File: config.mk
export PLATFORM = sky130hd
export DESIGN_NAME = ultrasonic_echo_ranger
export DESIGN_NICKNAME = d
export VERILOG_FILES = /design/src/design/uer_pkg.sv /design/src/design/uer_cfg_regs.sv /design/src/design/uer_core.sv /design/src/design/ultrasonic_echo_ranger.sv
export VERILOG_INCLUDE_DIRS = /design/src /design/src/design
export SDC_FILE = /design/constraint.sdc
export NUM_CORES = 1
export LEC_CHECK = 0
export BUFFER_PORTS_ARGS = -buffer_cell sky130_fd_sc_hd__buf_2
export CAP_MARGIN = 30
export CORE_MARGIN = 1.5
export CORE_UTILIZATION = 45
export CTS_CLUSTER_DIAMETER = 50
export DETAILED_ROUTE_END_ITERATION = 8
export GPL_TIMING_DRIVEN = 0
export HOLD_SLACK_MARGIN = 0.08
export PLACE_DENSITY = 0.72
export SLEW_MARGIN = 20
export SYNTH_ARGS = -nofsm -noshare
export SYNTH_HDL_FRONTEND = slang
export SYNTH_SLANG_ARGS = --single-unit
File: constraint.sdc
create_clock -name clk -period 10.9 [get_ports clk]
set_clock_uncertainty 0.05 [all_clocks]
set_input_delay 1.09 -clock clk [delete_from_list [all_inputs] [get_ports clk]]
set_output_delay 1.09 -clock clk [all_outputs]
set_load 0.01 [all_outputs]
File: src/design/assert_macros.svh
// Assertion helpers for the ranger modules, used by uer_core.
`ifndef ASSERT_MACROS_SVH
`define ASSERT_MACROS_SVH

`ifndef SYNTHESIS

`define UER_ASSERT(lbl, clock, resetn, prop) \
  lbl: assert property (@(posedge clock) disable iff (!resetn) prop) \
    else $error("assertion failed");

`define UER_ASSERT_ALWAYS(lbl, clock, prop) \
  lbl: assert property (@(posedge clock) prop) \
    else $error("assertion failed");

`else

`define UER_ASSERT(lbl, clock, resetn, prop)

`define UER_ASSERT_ALWAYS(lbl, clock, prop)

`endif

`endif

File: src/design/uer_pkg.sv
`default_nettype none

package uer_pkg;

  localparam int NUM_CHANNELS = 4;
  localparam int CHAN_W       = 2;
  localparam int CNT_W        = 16;
  localparam int REG_IDX_W    = 3;

  localparam logic [1:0] FUNC_TICK  = 2'd0;
  localparam logic [1:0] FUNC_START = 2'd1;
  localparam logic [1:0] FUNC_READ  = 2'd2;

  localparam logic [REG_IDX_W-1:0] REG_TRIGGER_TICKS = 3'd0;
  localparam logic [REG_IDX_W-1:0] REG_COUNT_DIVIDER = 3'd1;
  localparam logic [REG_IDX_W-1:0] REG_RISE_TIMEOUT  = 3'd2;
  localparam logic [REG_IDX_W-1:0] REG_WIDTH_TIMEOUT = 3'd3;
  localparam logic [REG_IDX_W-1:0] REG_MAX_WIDTH     = 3'd4;

  localparam logic [CNT_W-1:0] RST_TRIGGER_TICKS = 16'd160;
  localparam logic [CNT_W-1:0] RST_COUNT_DIVIDER = 16'd256;
  localparam logic [CNT_W-1:0] RST_RISE_TIMEOUT  = 16'd60000;
  localparam logic [CNT_W-1:0] RST_WIDTH_TIMEOUT = 16'd60000;
  localparam logic [CNT_W-1:0] RST_MAX_WIDTH     = 16'd250;

  localparam logic [CNT_W-1:0] CODE_NO_ECHO    = 16'hFFFF;
  localparam logic [CNT_W-1:0] CODE_TOO_LONG   = 16'hFFFC;
  localparam logic [CNT_W-1:0] CODE_OVER_RANGE = 16'hFFF1;
  localparam logic [CNT_W-1:0] WIDTH_SAT       = 16'hFFFF;

  typedef enum logic [1:0] {
    PH_IDLE,
    PH_TRIG,
    PH_RISE,
    PH_MEAS
  } phase_t;

  typedef struct packed {
    logic [CNT_W-1:0] trig_lim;
    logic [CNT_W-1:0] div_lim;
    logic [CNT_W-1:0] rise_timeout;
    logic [CNT_W-1:0] width_timeout;
    logic [CNT_W-1:0] max_width;
  } cfg_t;

  typedef struct packed {
    logic [1:0]              func;
    logic [CHAN_W-1:0]       channel;
    logic [NUM_CHANNELS-1:0] echo_levels;
  } item_t;

  typedef struct packed {
    logic [CNT_W-1:0]        read_data;
    logic [NUM_CHANNELS-1:0] trigger_lines;
    logic                    busy_res;
    logic                    done_res;
  } result_t;

endpackage

`default_nettype wire

File: src/design/uer_cfg_regs.sv
`default_nettype none

module uer_cfg_regs
  import uer_pkg::*;
(
  input  wire logic                 clk,
  input  wire logic                 rst_n,
  input  wire logic                 wr_en,
  input  wire logic [REG_IDX_W-1:0] wr_index,
  input  wire logic [CNT_W-1:0]     wr_data,
  output cfg_t                      cfg
);

  logic [CNT_W-1:0] trigger_ticks_r;
  logic [CNT_W-1:0] count_divider_r;
  logic [CNT_W-1:0] rise_timeout_r;
  logic [CNT_W-1:0] width_timeout_r;
  logic [CNT_W-1:0] max_width_r;

  always_ff @(posedge clk) begin
    if (!rst_n) begin
      trigger_ticks_r <= RST_TRIGGER_TICKS;
      count_divider_r <= RST_COUNT_DIVIDER;
      rise_timeout_r  <= RST_RISE_TIMEOUT;
      width_timeout_r <= RST_WIDTH_TIMEOUT;
      max_width_r     <= RST_MAX_WIDTH;
    end else if (wr_en) begin
      unique case (wr_index)
        REG_TRIGGER_TICKS: trigger_ticks_r <= wr_data;
        REG_COUNT_DIVIDER: count_divider_r <= wr_data;
        REG_RISE_TIMEOUT:  rise_timeout_r  <= wr_data;
        REG_WIDTH_TIMEOUT: width_timeout_r <= wr_data;
        REG_MAX_WIDTH:     max_width_r     <= wr_data;
        default: begin
        end
      endcase
    end
  end

  // A zero trigger length or divider acts as one.
  always_comb begin
    cfg.trig_lim      = (trigger_ticks_r == '0) ? CNT_W'(1) : trigger_ticks_r;
    cfg.div_lim       = (count_divider_r == '0) ? CNT_W'(1) : count_divider_r;
    cfg.rise_timeout  = rise_timeout_r;
    cfg.width_timeout = width_timeout_r;
    cfg.max_width     = max_width_r;
  end

endmodule

`default_nettype wire

File: src/design/uer_core.sv
`default_nettype none

`include "assert_macros.svh"

module uer_core
  import uer_pkg::*;
(
  input  wire logic  clk,
  input  wire logic  rst_n,
  input  wire logic  fire,
  input  wire item_t item,
  input  wire cfg_t  cfg,
  output result_t    res
);

  phase_t                   phase_r, phase_nxt;
  logic [CHAN_W-1:0]        active_r, active_nxt;
  logic [CNT_W-1:0]         tick_r, tick_nxt;
  logic [CNT_W-1:0]         psc_r, psc_nxt;
  logic [CNT_W-1:0]         width_r, width_nxt;
  logic [CNT_W-1:0]         store_r [NUM_CHANNELS];
  logic                     store_we;
  logic [CNT_W-1:0]         store_val;

  logic                     level;
  logic [CNT_W-1:0]         tick_inc;
  logic [CNT_W-1:0]         psc_inc;
  logic                     is_tick;
  logic                     rise_to;
  logic                     meas_to;
  logic [NUM_CHANNELS-1:0]  chan_onehot;

  assign is_tick  = (item.func == FUNC_TICK);
  assign level    = item.echo_levels[active_r];
  assign tick_inc = tick_r + CNT_W'(1);
  assign psc_inc  = psc_r + CNT_W'(1);
  assign rise_to  = (tick_r >= cfg.rise_timeout);
  assign meas_to  = (tick_r >= cfg.width_timeout);

  // Next state of the measurement sequencer.
  always_comb begin
    phase_nxt  = phase_r;
    active_nxt = active_r;
    tick_nxt   = tick_r;
    psc_nxt    = psc_r;
    width_nxt  = width_r;
    store_we   = 1'b0;
    store_val  = width_r;
    case (item.func)
      FUNC_TICK: begin
        unique case (phase_r)
          PH_IDLE: begin
          end
          PH_TRIG: begin
            if (tick_inc >= cfg.trig_lim) begin
              phase_nxt = PH_RISE;
              tick_nxt  = '0;
            end else begin
              tick_nxt = tick_inc;
            end
          end
          PH_RISE: begin
            if (level) begin
              phase_nxt = PH_MEAS;
              tick_nxt  = '0;
              psc_nxt   = '0;
              width_nxt = '0;
            end else if (rise_to) begin
              phase_nxt = PH_IDLE;
              tick_nxt  = '0;
              store_we  = 1'b1;
              store_val = CODE_NO_ECHO;
            end else begin
              tick_nxt = tick_inc;
            end
          end
          PH_MEAS: begin
            if (level) begin
              if (psc_inc >= cfg.div_lim) begin
                psc_nxt = '0;
                if (width_r != WIDTH_SAT) begin
                  width_nxt = width_r + CNT_W'(1);
                end
              end else begin
                psc_nxt = psc_inc;
              end
              if (meas_to) begin
                phase_nxt = PH_IDLE;
                tick_nxt  = '0;
                store_we  = 1'b1;
                store_val = CODE_TOO_LONG;
              end else begin
                tick_nxt = tick_inc;
              end
            end else begin
              phase_nxt = PH_IDLE;
              tick_nxt  = '0;
              store_we  = 1'b1;
              store_val = (width_r > cfg.max_width) ? CODE_OVER_RANGE : width_r;
            end
          end
          default: begin
          end
        endcase
      end
      FUNC_START: begin
        if (phase_r == PH_IDLE) begin
          active_nxt = item.channel;
          phase_nxt  = PH_TRIG;
          tick_nxt   = '0;
          psc_nxt    = '0;
          width_nxt  = '0;
        end
      end
      default: begin
      end
    endcase
  end

  assign chan_onehot = NUM_CHANNELS'(1) << active_nxt;

  // Result beat for this item, taken from the state it leaves behind.
  always_comb begin
    res.read_data     = (item.func == FUNC_READ) ? store_r[item.channel] : '0;
    res.trigger_lines = (phase_nxt == PH_TRIG) ? chan_onehot : '0;
    res.busy_res      = (phase_nxt != PH_IDLE);
    res.done_res      = is_tick && store_we;
  end

  always_ff @(posedge clk) begin
    if (!rst_n) begin
      phase_r  <= PH_IDLE;
      active_r <= '0;
      tick_r   <= '0;
      psc_r    <= '0;
      width_r  <= '0;
      for (int i = 0; i < NUM_CHANNELS; i++) begin
        store_r[i] <= '0;
      end
    end else if (fire) begin
      phase_r  <= phase_nxt;
      active_r <= active_nxt;
      tick_r   <= tick_nxt;
      psc_r    <= psc_nxt;
      width_r  <= width_nxt;
      if (store_we) begin
        store_r[active_r] <= store_val;
      end
    end
  end

  `UER_ASSERT(a_done_goes_idle, clk, rst_n, fire && res.done_res |=> phase_r == PH_IDLE)
  `UER_ASSERT(a_hold_without_fire, clk, rst_n, !fire |=> $stable(phase_r) && $stable(tick_r))
  `UER_ASSERT(a_start_from_idle, clk, rst_n,
    fire && item.func == FUNC_START && phase_r == PH_IDLE |=> phase_r == PH_TRIG)
  `UER_ASSERT(a_trig_one_line, clk, rst_n, fire |-> $onehot0(res.trigger_lines))

endmodule

`default_nettype wire

File: src/design/ultrasonic_echo_ranger.sv
// Four-channel ultrasonic echo ranger.
// Input beats on in_*: in_tuser is the function (tick, start, read), in_tdata
// carries the channel and the sampled echo levels. A tick beat advances the
// trigger, rise-wait and width-measure sequence by one tick; a start beat
// arms a channel when no measurement runs; a read beat returns the stored
// width or error code of a channel.
// Every input beat yields exactly one output beat on out_* with the read
// value, trigger line levels, busy and done flags.
// Each beat is held in the input register, then the sequencer logic feeds the
// output register. One beat per cycle is sustained while out_tready stays high.
// When out_tready is low the output register holds its beat while the input
// register still takes one more beat; in_tready then drops until the stall
// clears, and no beat is lost or repeated.
// Configuration writes on cfg_* are always taken; the user must keep them to
// idle periods, which the block does not enforce. Synchronous reset restores the
// default registers, idles the sequencer and clears all stored results to zero.
`default_nettype none

module ultrasonic_echo_ranger
  import uer_pkg::*;
(
  input  wire logic                 clk,
  input  wire logic                 rst_n,
  input  wire logic                 in_tvalid,
  output logic                      in_tready,
  input  wire logic [7:0]           in_tdata,  // channel[1:0], echo_levels[5:2], zero pad
  input  wire logic [1:0]           in_tuser,  // func[1:0]
  output logic                      out_tvalid,
  input  wire logic                 out_tready,
  output logic [23:0]               out_tdata, // read_data[15:0], trigger_lines[19:16],
                                               // busy_res[20], done_res[21], zero pad
  input  wire logic                 cfg_valid,
  output logic                      cfg_ready,
  input  wire logic [REG_IDX_W-1:0] cfg_index,
  input  wire logic [CNT_W-1:0]     cfg_data
);

  cfg_t    cfg;
  item_t   item_r;
  logic    item_valid_r;
  result_t res;
  result_t res_r;
  logic    out_valid_r;
  logic    fire;

  assign cfg_ready = 1'b1;
  assign fire      = item_valid_r && (!out_valid_r || out_tready);
  assign in_tready = !item_valid_r || fire;

  uer_cfg_regs u_cfg (
    .clk      (clk),
    .rst_n    (rst_n),
    .wr_en    (cfg_valid),
    .wr_index (cfg_index),
    .wr_data  (cfg_data),
    .cfg      (cfg)
  );

  uer_core u_core (
    .clk   (clk),
    .rst_n (rst_n),
    .fire  (fire),
    .item  (item_r),
    .cfg   (cfg),
    .res   (res)
  );

  always_ff @(posedge clk) begin
    if (!rst_n) begin
      item_valid_r <= 1'b0;
      out_valid_r  <= 1'b0;
    end else begin
      if (in_tready) begin
        item_valid_r <= in_tvalid;
      end
      if (fire) begin
        out_valid_r <= 1'b1;
      end else if (out_tready) begin
        out_valid_r <= 1'b0;
      end
    end
  end

  always_ff @(posedge clk) begin
    if (in_tready && in_tvalid) begin
      item_r.func        <= in_tuser;
      item_r.channel     <= in_tdata[1:0];
      item_r.echo_levels <= in_tdata[5:2];
    end
    if (fire) begin
      res_r <= res;
    end
  end

  assign out_tvalid = out_valid_r;
  assign out_tdata  = {2'b00, res_r.done_res, res_r.busy_res,
                       res_r.trigger_lines, res_r.read_data};

endmodule

`default_nettype wire

==> results of run 1 <==
## worst max path at each step
stage,from,to,slack [ns],cells after the start
floorplan,u_core.psc_r[2]$_SDFFE_PN0P_,u_core.psc_r[0]$_SDFFE_PN0P_,7.26,14
global placement,u_core.psc_r[2]$_SDFFE_PN0P_,u_core.psc_r[0]$_SDFFE_PN0P_,6.32,14
detailed placement,u_core.psc_r[2]$_SDFFE_PN0P_,u_core.psc_r[7]$_SDFFE_PN0P_,6.23,14
CTS,u_core.psc_r[2]$_SDFFE_PN0P_,u_core.psc_r[0]$_SDFFE_PN0P_,6.19,14
global route,u_core.psc_r[2]$_SDFFE_PN0P_,u_core.width_r[4]$_SDFFE_PN0P_,6.29,14
finish,u_core.tick_r[2]$_SDFFE_PN0P_,u_core.store_r[1][14]$_SDFFCE_PN0P_,6.66,9
## power by group
part | switching (mW) | internal (mW) | leakage, nW
logic | 0.0801 | 0.0383 | 2.72
clock network | 0.383 | 0.611 | 0.488
registers | 0.00772 | 0.910 | 2.03
## flip-flops by register name (all words and copies together) (netlist names)
name                   count
u_cfg.count_divider_r     16
u_cfg.trigger_ticks_r     16
item_r                     8
u_core.store_r            64
u_cfg.width_timeout_r     16
u_cfg.max_width_r         16
u_core.tick_r             16
u_core.psc_r              16
u_cfg.rise_timeout_r      16
u_core.active_r            2
u_core.phase_r             2
u_core.width_r            16
item_valid_r               1
out_tdata                 22
out_tvalid                 1
## worst min-delay path, delay by kind of cell (launching register included)
family	cells	cell delay (ns)
and+or+nand+nor	1	0.05
AOI/OAI and AO/OA	1	0.05
DFF	1	0.30
## routing by layer
layer  share of wire, %  global-route usage (%)  up-vias
met1                 43                    28.7     4746
met4                2.8                    6.88        0
met5                  0                       0        -
met2                 49                    39.5      306
met3                5.5                    3.14       63
li1                   -                       -     4827
## cell usage after synthesis, types with 21 or more instances
cell	number
o21ai_0	21
nor2b_1	29
nor3_1	23
dfxtp_1	134
nand2_1	208
a21oi_1	143
clkbuf_1	47
o211ai_1	45
nand3_1	33
inv_1	82
nor2_1	79
edfxtp_1	94
ha_1	83
## final cells by class
class / instances / area, um^2
Sequential cell: 228 / 5510
Timing Repair Buffer: 56 / 280
Buffer: 65 / 312
Tap cell: 335 / 419
Clock inverter: 16 / 219
Multi-Input combinational cell: 912 / 5910
Inverter: 84 / 315
Fill cell: 2382 / 12400
Clock buffer: 34 / 785
## through the flow
stage,hold WS (ns),cells,worst slack (ns),utilization (%),cell area (um^2)
after floorplan,0.386,1289,7.26,-,12000
after global placement,0.393,1678,6.32,48.7,12700
after detailed placement,0.397,1678,6.23,48.7,12700
after CTS,0.405,1728,6.19,52.6,13700
after global routing,0.433,1730,6.29,52.6,13700
final,0.403,1730,6.66,52.6,13700
## logic make-up after synthesis
group	share of synthesized area, %
and+or+nand+nor	17.8
AOI/OAI and AO/OA	17.3
DFF	45.7
buffers and inverters	5.21
adders and majority gates	8.63
xor gates and xnor gates	1.82
muxes	3.49
other	0.0624
==> results_tabular.tex, run 1 <==
\begin{tabular}{lr}
\hline
Metric & Value \\
\hline
\multicolumn{2}{l}{\textbf{STA}} \\
Number of hold violations in the final report & 0 \\
Final period demand of the worst path & 4.24 ns \\
RSZ-0062 raised after global routing & false \\
Max Clk Rate & about 240 MHz \\
Setup Viol. Count Final & 0 \\
Actual transition at the worst max-transition pin & 0.986 ns \\
Headroom to the max-slew limit & 33.9\% \\
Count of final max-slew check failures & 0 \\
Setup TNS after final layout & 0 ns \\
Part of the cycle the worst path needs & between 30\% and 40\% \\
\multicolumn{2}{l}{\textbf{Critical path}} \\
Worst setup SP type & flop \\
Data arrival, critical path & roughly 4.3 ns \\
Data required time at the worst endpoint & around 11 ns \\
Kind of cell adding the most delay to the critical path & compound AO/OA/AOI/OAI gates \\
Crit Path Class & reg -> reg \\
Cell breakdown of the critical path & ha\_1 > a21oi\_1 > o21ai\_1 > a31o\_1 > a211oi\_1 > a21oi\_2 > o2111ai\_4 > buf\_6 > nand2\_1 \\
Worst path bufs/invs & 1 \\
Worst-path maximum fanout & 16 \\
Setup crit end kind & flop \\
Worst flop-to-flop path startpoint & u\_core.tick\_r[2]\$\_SDFFE\_PN0P\_ \\
Critical path's largest stage delay & roughly 0.80 ns \\
Critical register-to-register path endpoint & u\_core.store\_r[1][14]\$\_SDFFCE\_PN0P\_ \\
Worst reg2reg setup slack & 6.66 ns \\
Cell with the largest stage delay on the worst path & a211oi\_1 \\
FF-to-FF path depth & 9 \\
\multicolumn{2}{l}{\textbf{Routing}} \\
Via count normalized by instance count & 5.75 \\
Drt first pass iters & 8 \\
Residual DRC & 0 \\
Number of DRC violations after detailed-routing iteration 0 & slightly below 900 \\
Antenna viol nets, final & 0 \\
Via count & a little under 10000 \\
Final wirelength & 31.1 mm \\
Routed length per placed instance & roughly 18 um \\
\multicolumn{2}{l}{\textbf{Power and ir drop}} \\
Max IR drop VDD & $\sim$120 uV \\
Total power divided by cell area & roughly 150 nW/um\^{}2 \\
Leakage & 5.24 nW \\
Post-layout total power & 2.03 mW \\
\multicolumn{2}{l}{\textbf{Cells and area}} \\
Most frequent cells in the layout & nand2\_1 (208), a21oi\_1 (143), dfxtp\_1 (134) \\
Number of antenna diodes & 0 \\
Signed area change from the synthesized netlist to the final layout & 14.2\% \\
Layout net count & 1492 \\
Most common cell after layout, fill and taps aside & nand2\_1 \\
Fraction of layout cells with a size suffix above 1 & 11.5\% \\
\multicolumn{2}{l}{\textbf{Synth}} \\
Count of flip-flops with a built-in enable after synthesis & 94 \\
Cell type with the largest total area after synthesis & edfxtp\_1 \\
Post-synthesis cell count & 1288 \\
Syn Area/Cell & 9.35 um\^{}2 \\
Synthesized cell area & 12000 um\^{}2 \\
Largest cells by area after synthesis & edfxtp\_1 (23\%), dfxtp\_1 (22\%), ha\_1 (8.6\%) \\
Yosys top cell area share & between 20\% and 30\% \\
Register bit total from synthesis & 228 \\
Synth async-reset ratio & 0\% \\
Number of warning messages in the yosys log & 0 \\
Number of distinct standard cells referenced by the synthesized netlist & 73 \\
Predominant post-synthesis flop cell & dfxtp\_1 \\
Sequential area share after synthesis & 45.7\% \\
\multicolumn{2}{l}{\textbf{Place}} \\
Detailed Place HPWL & 22.6 mm \\
Number of port buffers & 54 \\
Final estimated routing congestion in global placement & 0.890 \\
\multicolumn{2}{l}{\textbf{Clocking}} \\
Setup Buffers After CTS & 0 \\
CTS tree & built \\
Maximum count of clock buffers along a single path & 3 \\
Clock latency on the worst-skew pair & between 0.5 and 0.6 ns \\
Number of clock sinks & around 230 \\
H-Tree Depth & 1 \\
Total of hold buffers inserted after clock tree synthesis & 0 \\
CTS clock-pin slew for the worst setup and hold paths & 0.06 ns \\
Root Buffer Master & clkbuf\_16 \\
TritonCTS buffer count & 28 \\
Post-CTS Resized & 0 \\
\multicolumn{2}{l}{\textbf{Flow run}} \\
Max-cap viol count & 0 \\
\multicolumn{2}{l}{\textbf{Hold path}} \\
Path class of the lowest-slack min-delay path & reg -> reg \\
Worst min-delay path endpoint & u\_cfg.rise\_timeout\_r[2]\$\_SDFFE\_PN0P\_ \\
Number of cells on the worst hold path & 2 \\
Min-Delay Startpoint & u\_cfg.rise\_timeout\_r[2]\$\_SDFFE\_PN0P\_ \\
\multicolumn{2}{l}{\textbf{Global routing}} \\
Total global routing overflow & 0 \\
Antenna violations before repair & 0 \\
Vias in the first global route & 9537 \\
GRT Overall Usage & between 20 and 25\% \\
First-pass GRT wire length & $\sim$50 mm \\
Maximum number of pins on one net before global-route repair & 30 \\
\multicolumn{2}{l}{\textbf{Floorplan}} \\
Core region area & 26100 um\^{}2 \\
Die area & 27700 um\^{}2 \\
Effective utilization at floorplan & 46.1\% \\
Die Span X & 167 um \\
Rows & approximately 60 \\
Number of top-level pins & approximately 60 \\
Floorplan die height & 167 um \\
\multicolumn{2}{l}{\textbf{Outcome}} \\
Outcome & completed \\
\hline
\end{tabular}
No activity file was read; power rests on OpenSTA's default activity.
==> run 2, diff against run 1 <==
==> constraint.sdc (replaced) <==
create_clock -name clk -period 4 [get_ports clk]
set_clock_uncertainty 0.05 [all_clocks]
set_input_delay 0.4 -clock clk [delete_from_list [all_inputs] [get_ports clk]]
set_output_delay 0.4 -clock clk [all_outputs]
set_load 0.01 [all_outputs]
==> run 2 against run 1 <==
  * Die area unchanged
  * Sequential power increased to 2.7 times the previous value
  * First-iteration DRC count decreased by 0.23%
  * Non-clock buffer count increased by 12
  * Wire length increased by 1.3%
  * Largest cell class unchanged
==> results_tabular.tex, run 2 (synthesized netlist as in run 1, its figures left out) <==
\begin{tabular}{lr}
\hline
Metric & Value \\
\hline
\multicolumn{2}{l}{\textbf{Clocking}} \\
CTS tree & built \\
Maximum count of clock buffers along a single path & 3 \\
TritonCTS buffer count & 28 \\
CTS clock-pin slew for the worst setup and hold paths & approximately 0.060 ns \\
H-Tree Depth & 1 \\
Clock latency on the worst-skew pair & 0.55 ns \\
Root Buffer Master & clkbuf\_16 \\
Number of clock sinks & 228 \\
\multicolumn{2}{l}{\textbf{Critical path}} \\
Data arrival, critical path & 4.05 ns \\
Worst-path maximum fanout & 9 \\
FF-to-FF path depth & 13 \\
Worst flop-to-flop path startpoint & u\_core.tick\_r[3]\$\_SDFFE\_PN0P\_ \\
Worst path bufs/invs & 0 \\
Kind of cell adding the most delay to the critical path & simple AND/OR/NAND/NOR gates \\
Cell breakdown of the critical path & and4\_4 > nand4\_1 > nor2\_1 > and3\_1 > nand2\_1 > xnor2\_2 > ha\_1 > a211oi\_1 > o21ai\_0 > a211oi\_2 > a21o\_1 > nor3\_1 > or3\_1 \\
Critical path's largest stage delay & 0.57 ns \\
Data required time at the worst endpoint & 4.22 ns \\
Worst reg2reg setup slack & 0.17 ns \\
Setup crit end kind & flop \\
Worst setup SP type & flop \\
Cell with the largest stage delay on the worst path & a211oi\_2 \\
Crit Path Class & reg -> reg \\
Critical register-to-register path endpoint & out\_tdata[20]\$\_DFFE\_PP\_ \\
\multicolumn{2}{l}{\textbf{Global routing}} \\
Total global routing overflow & 0 \\
First-pass GRT wire length & $\sim$51 mm \\
Vias in the first global route & 9585 \\
Maximum number of pins on one net before global-route repair & 30 \\
Antenna violations before repair & 0 \\
GRT Overall Usage & 22.6\% \\
\multicolumn{2}{l}{\textbf{Floorplan}} \\
Floorplan die height & 167 um \\
Core region area & 26100 um\^{}2 \\
Number of top-level pins & slightly above 60 \\
Die area & 27700 um\^{}2 \\
Die Span X & 167 um \\
Rows & 59 \\
Effective utilization at floorplan & 46.1\% \\
\multicolumn{2}{l}{\textbf{Place}} \\
Detailed Place HPWL & 22.6 mm \\
Placed insts & 1678 \\
DP Worst Slack & -0.667 ns \\
Number of port buffers & 54 \\
Final estimated routing congestion in global placement & 0.890 \\
Area after detailed placement & around 13000 um\^{}2 \\
\multicolumn{2}{l}{\textbf{Power and ir drop}} \\
Max IR drop VDD & 342 uV \\
Post-layout total power & 5.55 mW \\
Total power divided by cell area & about 400 nW/um\^{}2 \\
Leakage & approximately 5.3 nW \\
\multicolumn{2}{l}{\textbf{Cells and area}} \\
Most common cell after layout, fill and taps aside & nand2\_1 \\
Fin cells & $\sim$1700 \\
Filler cell count & 2360 \\
Cell area after layout & about 14000 um\^{}2 \\
Number of antenna diodes & 0 \\
Layout net count & $\sim$1500 \\
Max reg flops & 64 \\
Most frequent cells in the layout & nand2\_1 (204), a21oi\_1 (143), dfxtp\_1 (130) \\
Signed area change from the synthesized netlist to the final layout & 16.1\% \\
Fraction of layout cells with a size suffix above 1 & 13.3\% \\
Register ranked first by flip-flop count & u\_core.store\_r \\
Core Util, Final & 53.5\% \\
\multicolumn{2}{l}{\textbf{STA}} \\
Count of final max-slew check failures & 0 \\
Final Worst Setup Slack & around 0.17 ns \\
Final period demand of the worst path & $\sim$3.8 ns \\
Setup Viol. Count Final & 0 \\
Headroom to the max-slew limit & between 40 and 50\% \\
RSZ-0062 raised after global routing & false \\
Setup TNS after final layout & 0 ns \\
Number of hold violations in the final report & 0 \\
Hold Worst Slack & 0.118 ns \\
Actual transition at the worst max-transition pin & 0.841 ns \\
Part of the cycle the worst path needs & 95.6\% \\
Max Clk Rate & roughly 260 MHz \\
\multicolumn{2}{l}{\textbf{Routing}} \\
Via count normalized by instance count & around 5.7 \\
Routed length per placed instance & 18.1 um \\
Detail Route met2 WL & roughly 15 mm \\
Length of routed met3 wiring & 1.81 mm \\
Drt first pass iters & 8 \\
M1 wire length & 13.5 mm \\
Via count & 10000 \\
Final wirelength & around 32 mm \\
Number of DRC violations after detailed-routing iteration 0 & 874 \\
Residual DRC & 0 \\
Top layer in use & met4 \\
Antenna viol nets, final & 0 \\
\multicolumn{2}{l}{\textbf{Hold path}} \\
Worst min-delay path endpoint & out\_tvalid\$\_SDFFE\_PN0P\_ \\
Min-Delay Startpoint & out\_tready \\
Path class of the lowest-slack min-delay path & in -> reg \\
Number of cells on the worst hold path & 4 \\
\multicolumn{2}{l}{\textbf{Flow run}} \\
Max-cap viol count & 0 \\
\multicolumn{2}{l}{\textbf{Outcome}} \\
Outcome & completed \\
\hline
\end{tabular}
run 2: changes by cell type in the layout (fill, tap and decap cells not counted), moves of 4 or more:
cell | previous run | this run
nand2_1 | 208 | 204
buf_4 | 6 | 11
dlygate4sd3_1 | 0 | 9
dfxtp_1 | 134 | 130
nand2_2 | 0 | 4
run 2: worst reg2reg max path, cell delays in order (launching register included):
cell	delay, ns
dfxtp_4	0.43
and4_4	0.25
nand4_1	0.20
nor2_1	0.20
and3_1	0.24
nand2_1	0.10
xnor2_2	0.15
ha_1	0.32
a211oi_1	0.24
o21ai_0	0.16
a211oi_2	0.57
a21o_1	0.23
nor3_1	0.05
or3_1	0.36
run 2: repair_timing:
item / in CTS / in global routing
setup buffers: 1 / 4
hold buffers: 9 / 0
pin swaps: 2 / 6
endpoints found under the setup margin: 96 / 51
endpoints found under the hold margin: 9 / 0
resized for setup: 10 / 20
run 2: how the worst max path moves through the flow:
| stage | startpoint | endpoint | slack (ns) | cells past startpoint |
|---|---|---|---|---|
| after floorplan | u_core.psc_r[2]$_SDFFE_PN0P_ | u_core.psc_r[0]$_SDFFE_PN0P_ | 0.36 | 14 |
| after global placement | u_core.psc_r[2]$_SDFFE_PN0P_ | u_core.psc_r[0]$_SDFFE_PN0P_ | -0.58 | 14 |
| after detailed placement | u_core.psc_r[2]$_SDFFE_PN0P_ | u_core.psc_r[7]$_SDFFE_PN0P_ | -0.67 | 14 |
| after CTS | u_core.tick_r[2]$_SDFFE_PN0P_ | out_tdata[17]$_SDFFCE_PP0P_ | 0.01 | 13 |
| after global routing | u_core.tick_r[3]$_SDFFE_PN0P_ | out_tdata[20]$_DFFE_PP_ | 0.005 | 13 |
| final | u_core.tick_r[3]$_SDFFE_PN0P_ | out_tdata[20]$_DFFE_PP_ | 0.17 | 13 |
run 2: area by class of cell:
| cell class | instances | area [um^2] | share of cell area [%] |
|---|---|---|---|
| repair buffers | 68 | 398 | 2.85 |
| multi-input cells | 912 | 6010 | 43.0 |
| flip-flops and latches | 228 | 5520 | 39.5 |
| well taps | 335 | 419 | 3.00 |
| plain buffers | 65 | 315 | 2.26 |
| clock inverters | 16 | 219 | 1.57 |
| clock buffers | 34 | 785 | 5.61 |
| inverters | 84 | 315 | 2.26 |
run 2: per-layer routing:
layer / track usage (%) / up-vias
met5: 0 / -
met4: 6.68 / 0
met3: 3.11 / 71
met2: 39.9 / 327
met1: 28.8 / 4752
li1: - / 4850
run 2: where the power goes:
part,total (mW),internal (mW),leakage [nW],switching [mW]
clock network,2.71,1.66,0.488,1.05
registers,2.50,2.48,2.04,0.0211
logic,0.333,0.111,2.81,0.221
==> run 3, diff against run 2 <==
--- a/config.mk
+++ b/config.mk
@@ -6,7 +6,7 @@
 export SDC_FILE = /design/constraint.sdc
 export NUM_CORES = 1
 export LEC_CHECK = 0
-export BUFFER_PORTS_ARGS = -buffer_cell sky130_fd_sc_hd__buf_2
+export BUFFER_PORTS_ARGS = -buffer_cell sky130_fd_sc_hd__buf_4
 export CAP_MARGIN = 30
 export CORE_MARGIN = 1.5
 export CORE_UTILIZATION = 45
@@ -14,7 +14,6 @@
 export DETAILED_ROUTE_END_ITERATION = 8
 export GPL_TIMING_DRIVEN = 0
 export HOLD_SLACK_MARGIN = 0.08
-export PLACE_DENSITY = 0.72
 export SLEW_MARGIN = 20
 export SYNTH_ARGS = -nofsm -noshare
 export SYNTH_HDL_FRONTEND = slang
==> run 3 against run 2 <==
  * Power grew 0.80%
  * Final area up 1.1%
  * Die area did not move
  * Wire length is 5.1% higher
  * Global-route usage rose by 1.5 points
  * Utilization increased by 0.61 points
  * Critical endpoint is now u_core.store_r[2][1]$_SDFFCE_PN0P_
  * Largest cell class unchanged
==> results_tabular.tex, run 3 (synthesized netlist as in run 1, its figures left out) <==
\begin{tabular}{lr}
\hline
Metric & Value \\
\hline
\multicolumn{2}{l}{\textbf{Clocking}} \\
Maximum count of clock buffers along a single path & 3 \\
CTS clock-pin slew for the worst setup and hold paths & 0.06 ns \\
Clock latency on the worst-skew pair & between 0.5 and 0.6 ns \\
Number of clock sinks & approximately 230 \\
Root Buffer Master & clkbuf\_16 \\
CTS tree & built \\
TritonCTS buffer count & 29 \\
H-Tree Depth & 1 \\
\multicolumn{2}{l}{\textbf{STA}} \\
Final period demand of the worst path & 3.89 ns \\
Max Clk Rate & 257 MHz \\
Number of hold violations in the final report & 0 \\
Hold Worst Slack & around 0.098 ns \\
Headroom to the max-slew limit & 40.7\% \\
Count of final max-slew check failures & 0 \\
Setup Viol. Count Final & 0 \\
Part of the cycle the worst path needs & 97.3\% \\
Actual transition at the worst max-transition pin & 0.888 ns \\
\multicolumn{2}{l}{\textbf{Critical path}} \\
Data required time at the worst endpoint & roughly 4.1 ns \\
Cell with the largest stage delay on the worst path & a2111oi\_2 \\
FF-to-FF path depth & 11 \\
Worst setup SP type & flop \\
Cell breakdown of the critical path & ha\_1 > nand4\_1 > or3\_1 > a2111oi\_2 > or3\_1 > buf\_6 > and3\_4 > buf\_8 > o2111ai\_4 > buf\_6 > nand2\_2 \\
Setup crit end kind & flop \\
Worst flop-to-flop path startpoint & u\_core.tick\_r[14]\$\_SDFFE\_PN0P\_ \\
Crit Path Class & reg -> reg \\
Worst reg2reg setup slack & between 0.1 and 0.15 ns \\
Worst-path maximum fanout & 16 \\
Data arrival, critical path & 4.02 ns \\
Critical path's largest stage delay & 0.53 ns \\
Critical register-to-register path endpoint & u\_core.store\_r[2][1]\$\_SDFFCE\_PN0P\_ \\
\multicolumn{2}{l}{\textbf{Power and ir drop}} \\
Cell Int Power & 4.28 mW \\
Leakage & 5.37 nW \\
Total power divided by cell area & 396 nW/um\^{}2 \\
Post-layout total power & 5.59 mW \\
Clock group share of total power & around half \\
Relative contribution of combinational cells to total power & 6.4\% \\
Flop pwr share & 44.7\% \\
Power dissipated by switching net loads & 1.32 mW \\
Switching Fraction & 23.5\% \\
Max IR drop VDD & approximately 330 uV \\
\multicolumn{2}{l}{\textbf{Cells and area}} \\
Layout net count & approximately 1500 \\
FF/Latch Area & 5510 um\^{}2 \\
Core Util, Final & 54.1\% \\
Most common cell after layout, fill and taps aside & nand2\_1 \\
Max reg flops & 64 \\
Area taken by multi-input logic gates & $\sim$6000 um\^{}2 \\
Register ranked first by flip-flop count & u\_core.store\_r \\
Signed area change from the synthesized netlist to the final layout & 17.4\% \\
Most frequent cells in the layout & nand2\_1 (204), a21oi\_1 (142), dfxtp\_1 (129) \\
Number of antenna diodes & 0 \\
Filler cell count & 2428 \\
Fraction of layout cells with a size suffix above 1 & 13.3\% \\
\multicolumn{2}{l}{\textbf{Routing}} \\
Final wirelength & 33.2 mm \\
Residual DRC & 0 \\
Number of DRC violations after detailed-routing iteration 0 & slightly above 800 \\
Routed length per placed instance & $\sim$19 um \\
Via count normalized by instance count & 5.66 \\
Via count & 9869 \\
Antenna viol nets, final & 0 \\
Drt first pass iters & 7 \\
\multicolumn{2}{l}{\textbf{Floorplan}} \\
Rows & 59 \\
Core region area & 26100 um\^{}2 \\
Floorplan die height & 167 um \\
Die area & between 20000 and 30000 um\^{}2 \\
Die Span X & 167 um \\
Number of top-level pins & 61 \\
Effective utilization at floorplan & 46.1\% \\
\multicolumn{2}{l}{\textbf{Global routing}} \\
Met1 Track Usage GR & 34.0\% \\
Most used routing layer in global routing & met2 \\
GRT Overall Usage & about a quarter \\
First-pass GRT wire length & 52.8 mm \\
Total global routing overflow & 0 \\
Vias in the first global route & 9385 \\
GR Util met2 & 40.1\% \\
Maximum number of pins on one net before global-route repair & 30 \\
Antenna violations before repair & 0 \\
Met3 track demand over resource in global routing & 2.76\% \\
\multicolumn{2}{l}{\textbf{Place}} \\
Number of port buffers & 54 \\
Final estimated routing congestion in global placement & approximately 0.86 \\
Detailed Place HPWL & 23.7 mm \\
\multicolumn{2}{l}{\textbf{Hold path}} \\
Path class of the lowest-slack min-delay path & in -> reg \\
Min-Delay Startpoint & out\_tready \\
Number of cells on the worst hold path & 4 \\
Worst min-delay path endpoint & out\_tvalid\$\_SDFFE\_PN0P\_ \\
\multicolumn{2}{l}{\textbf{Flow run}} \\
Max-cap viol count & 0 \\
\multicolumn{2}{l}{\textbf{Outcome}} \\
Outcome & completed \\
\hline
\end{tabular}
==> run 3: repair_timing <==
action	in CTS	in global routing
endpoints found under the hold margin	9	0
setup endpoints to repair	97	45
setup buffers	0	2
cloned	0	0
pin swaps	1	2
hold buffers	9	0
gates resized for setup	15	21
==> run 3: worst max path at each step <==
stage	start	end	cells after the start
after detailed placement	u_core.tick_r[2]$_SDFFE_PN0P_	out_tdata[18]$_SDFFCE_PP0P_	13
after global routing	u_core.psc_r[2]$_SDFFE_PN0P_	u_core.psc_r[14]$_SDFFE_PN0P_	16
after global placement	u_core.psc_r[2]$_SDFFE_PN0P_	u_core.psc_r[0]$_SDFFE_PN0P_	14
final	u_core.tick_r[14]$_SDFFE_PN0P_	u_core.store_r[2][1]$_SDFFCE_PN0P_	11
after CTS	u_core.psc_r[2]$_SDFFE_PN0P_	u_core.psc_r[0]$_SDFFE_PN0P_	15
after floorplan	u_core.psc_r[2]$_SDFFE_PN0P_	u_core.psc_r[0]$_SDFFE_PN0P_	14
==> run 3: power by group through the flow <==
stage	logic (mW)	registers, mW	clock network [mW]
after global placement	0.340	2.55	0
after detailed placement	0.342	2.55	0
after floorplan	0.197	2.55	0
after CTS	0.352	2.50	2.77
final	0.357	2.50	2.73
after global routing	0.388	2.51	2.88
==> run 3: routing by layer <==
metal  up-vias  wire length, um
met5         -                0
met4         0              606
met2       246            15500
met1      4725            15300
met3        43             1740
li1       4855                -
==> run 3: critical path, delay by kind of cell, from the launching register on <==
family / cells / cell delay (ns)
AO/OA/AOI/OAI: 2 / 0.78
buffers and inverters: 3 / 0.53
AND/OR/NAND/NOR: 5 / 1.41
flip-flops: 1 / 0.41
adder cells (fa/ha/maj): 1 / 0.34
==> run 3: stage by stage <==
step	area (um^2)	setup WS [ns]	setup TNS, ns	std cells
finish	14100	0.106	0	1745
global route	14100	-0.0355	-0.0772	1745
CTS	14000	0.000204	0	1742
detailed placement	12900	-0.470	-25.52	1680
global placement	12900	-0.894	-32.60	1678
floorplan	12000	0.362	0	1289
==> run 3: area by class of cell <==
class / instances / share of cell area, %
Buffer: 65 / 2.23
Clock buffer: 34 / 5.27
Clock inverter: 19 / 1.82
Inverter: 84 / 2.23
Multi-Input combinational cell: 912 / 42.7
Sequential cell: 228 / 39.0
Tap cell: 335 / 2.97
Timing Repair Buffer: 68 / 3.81
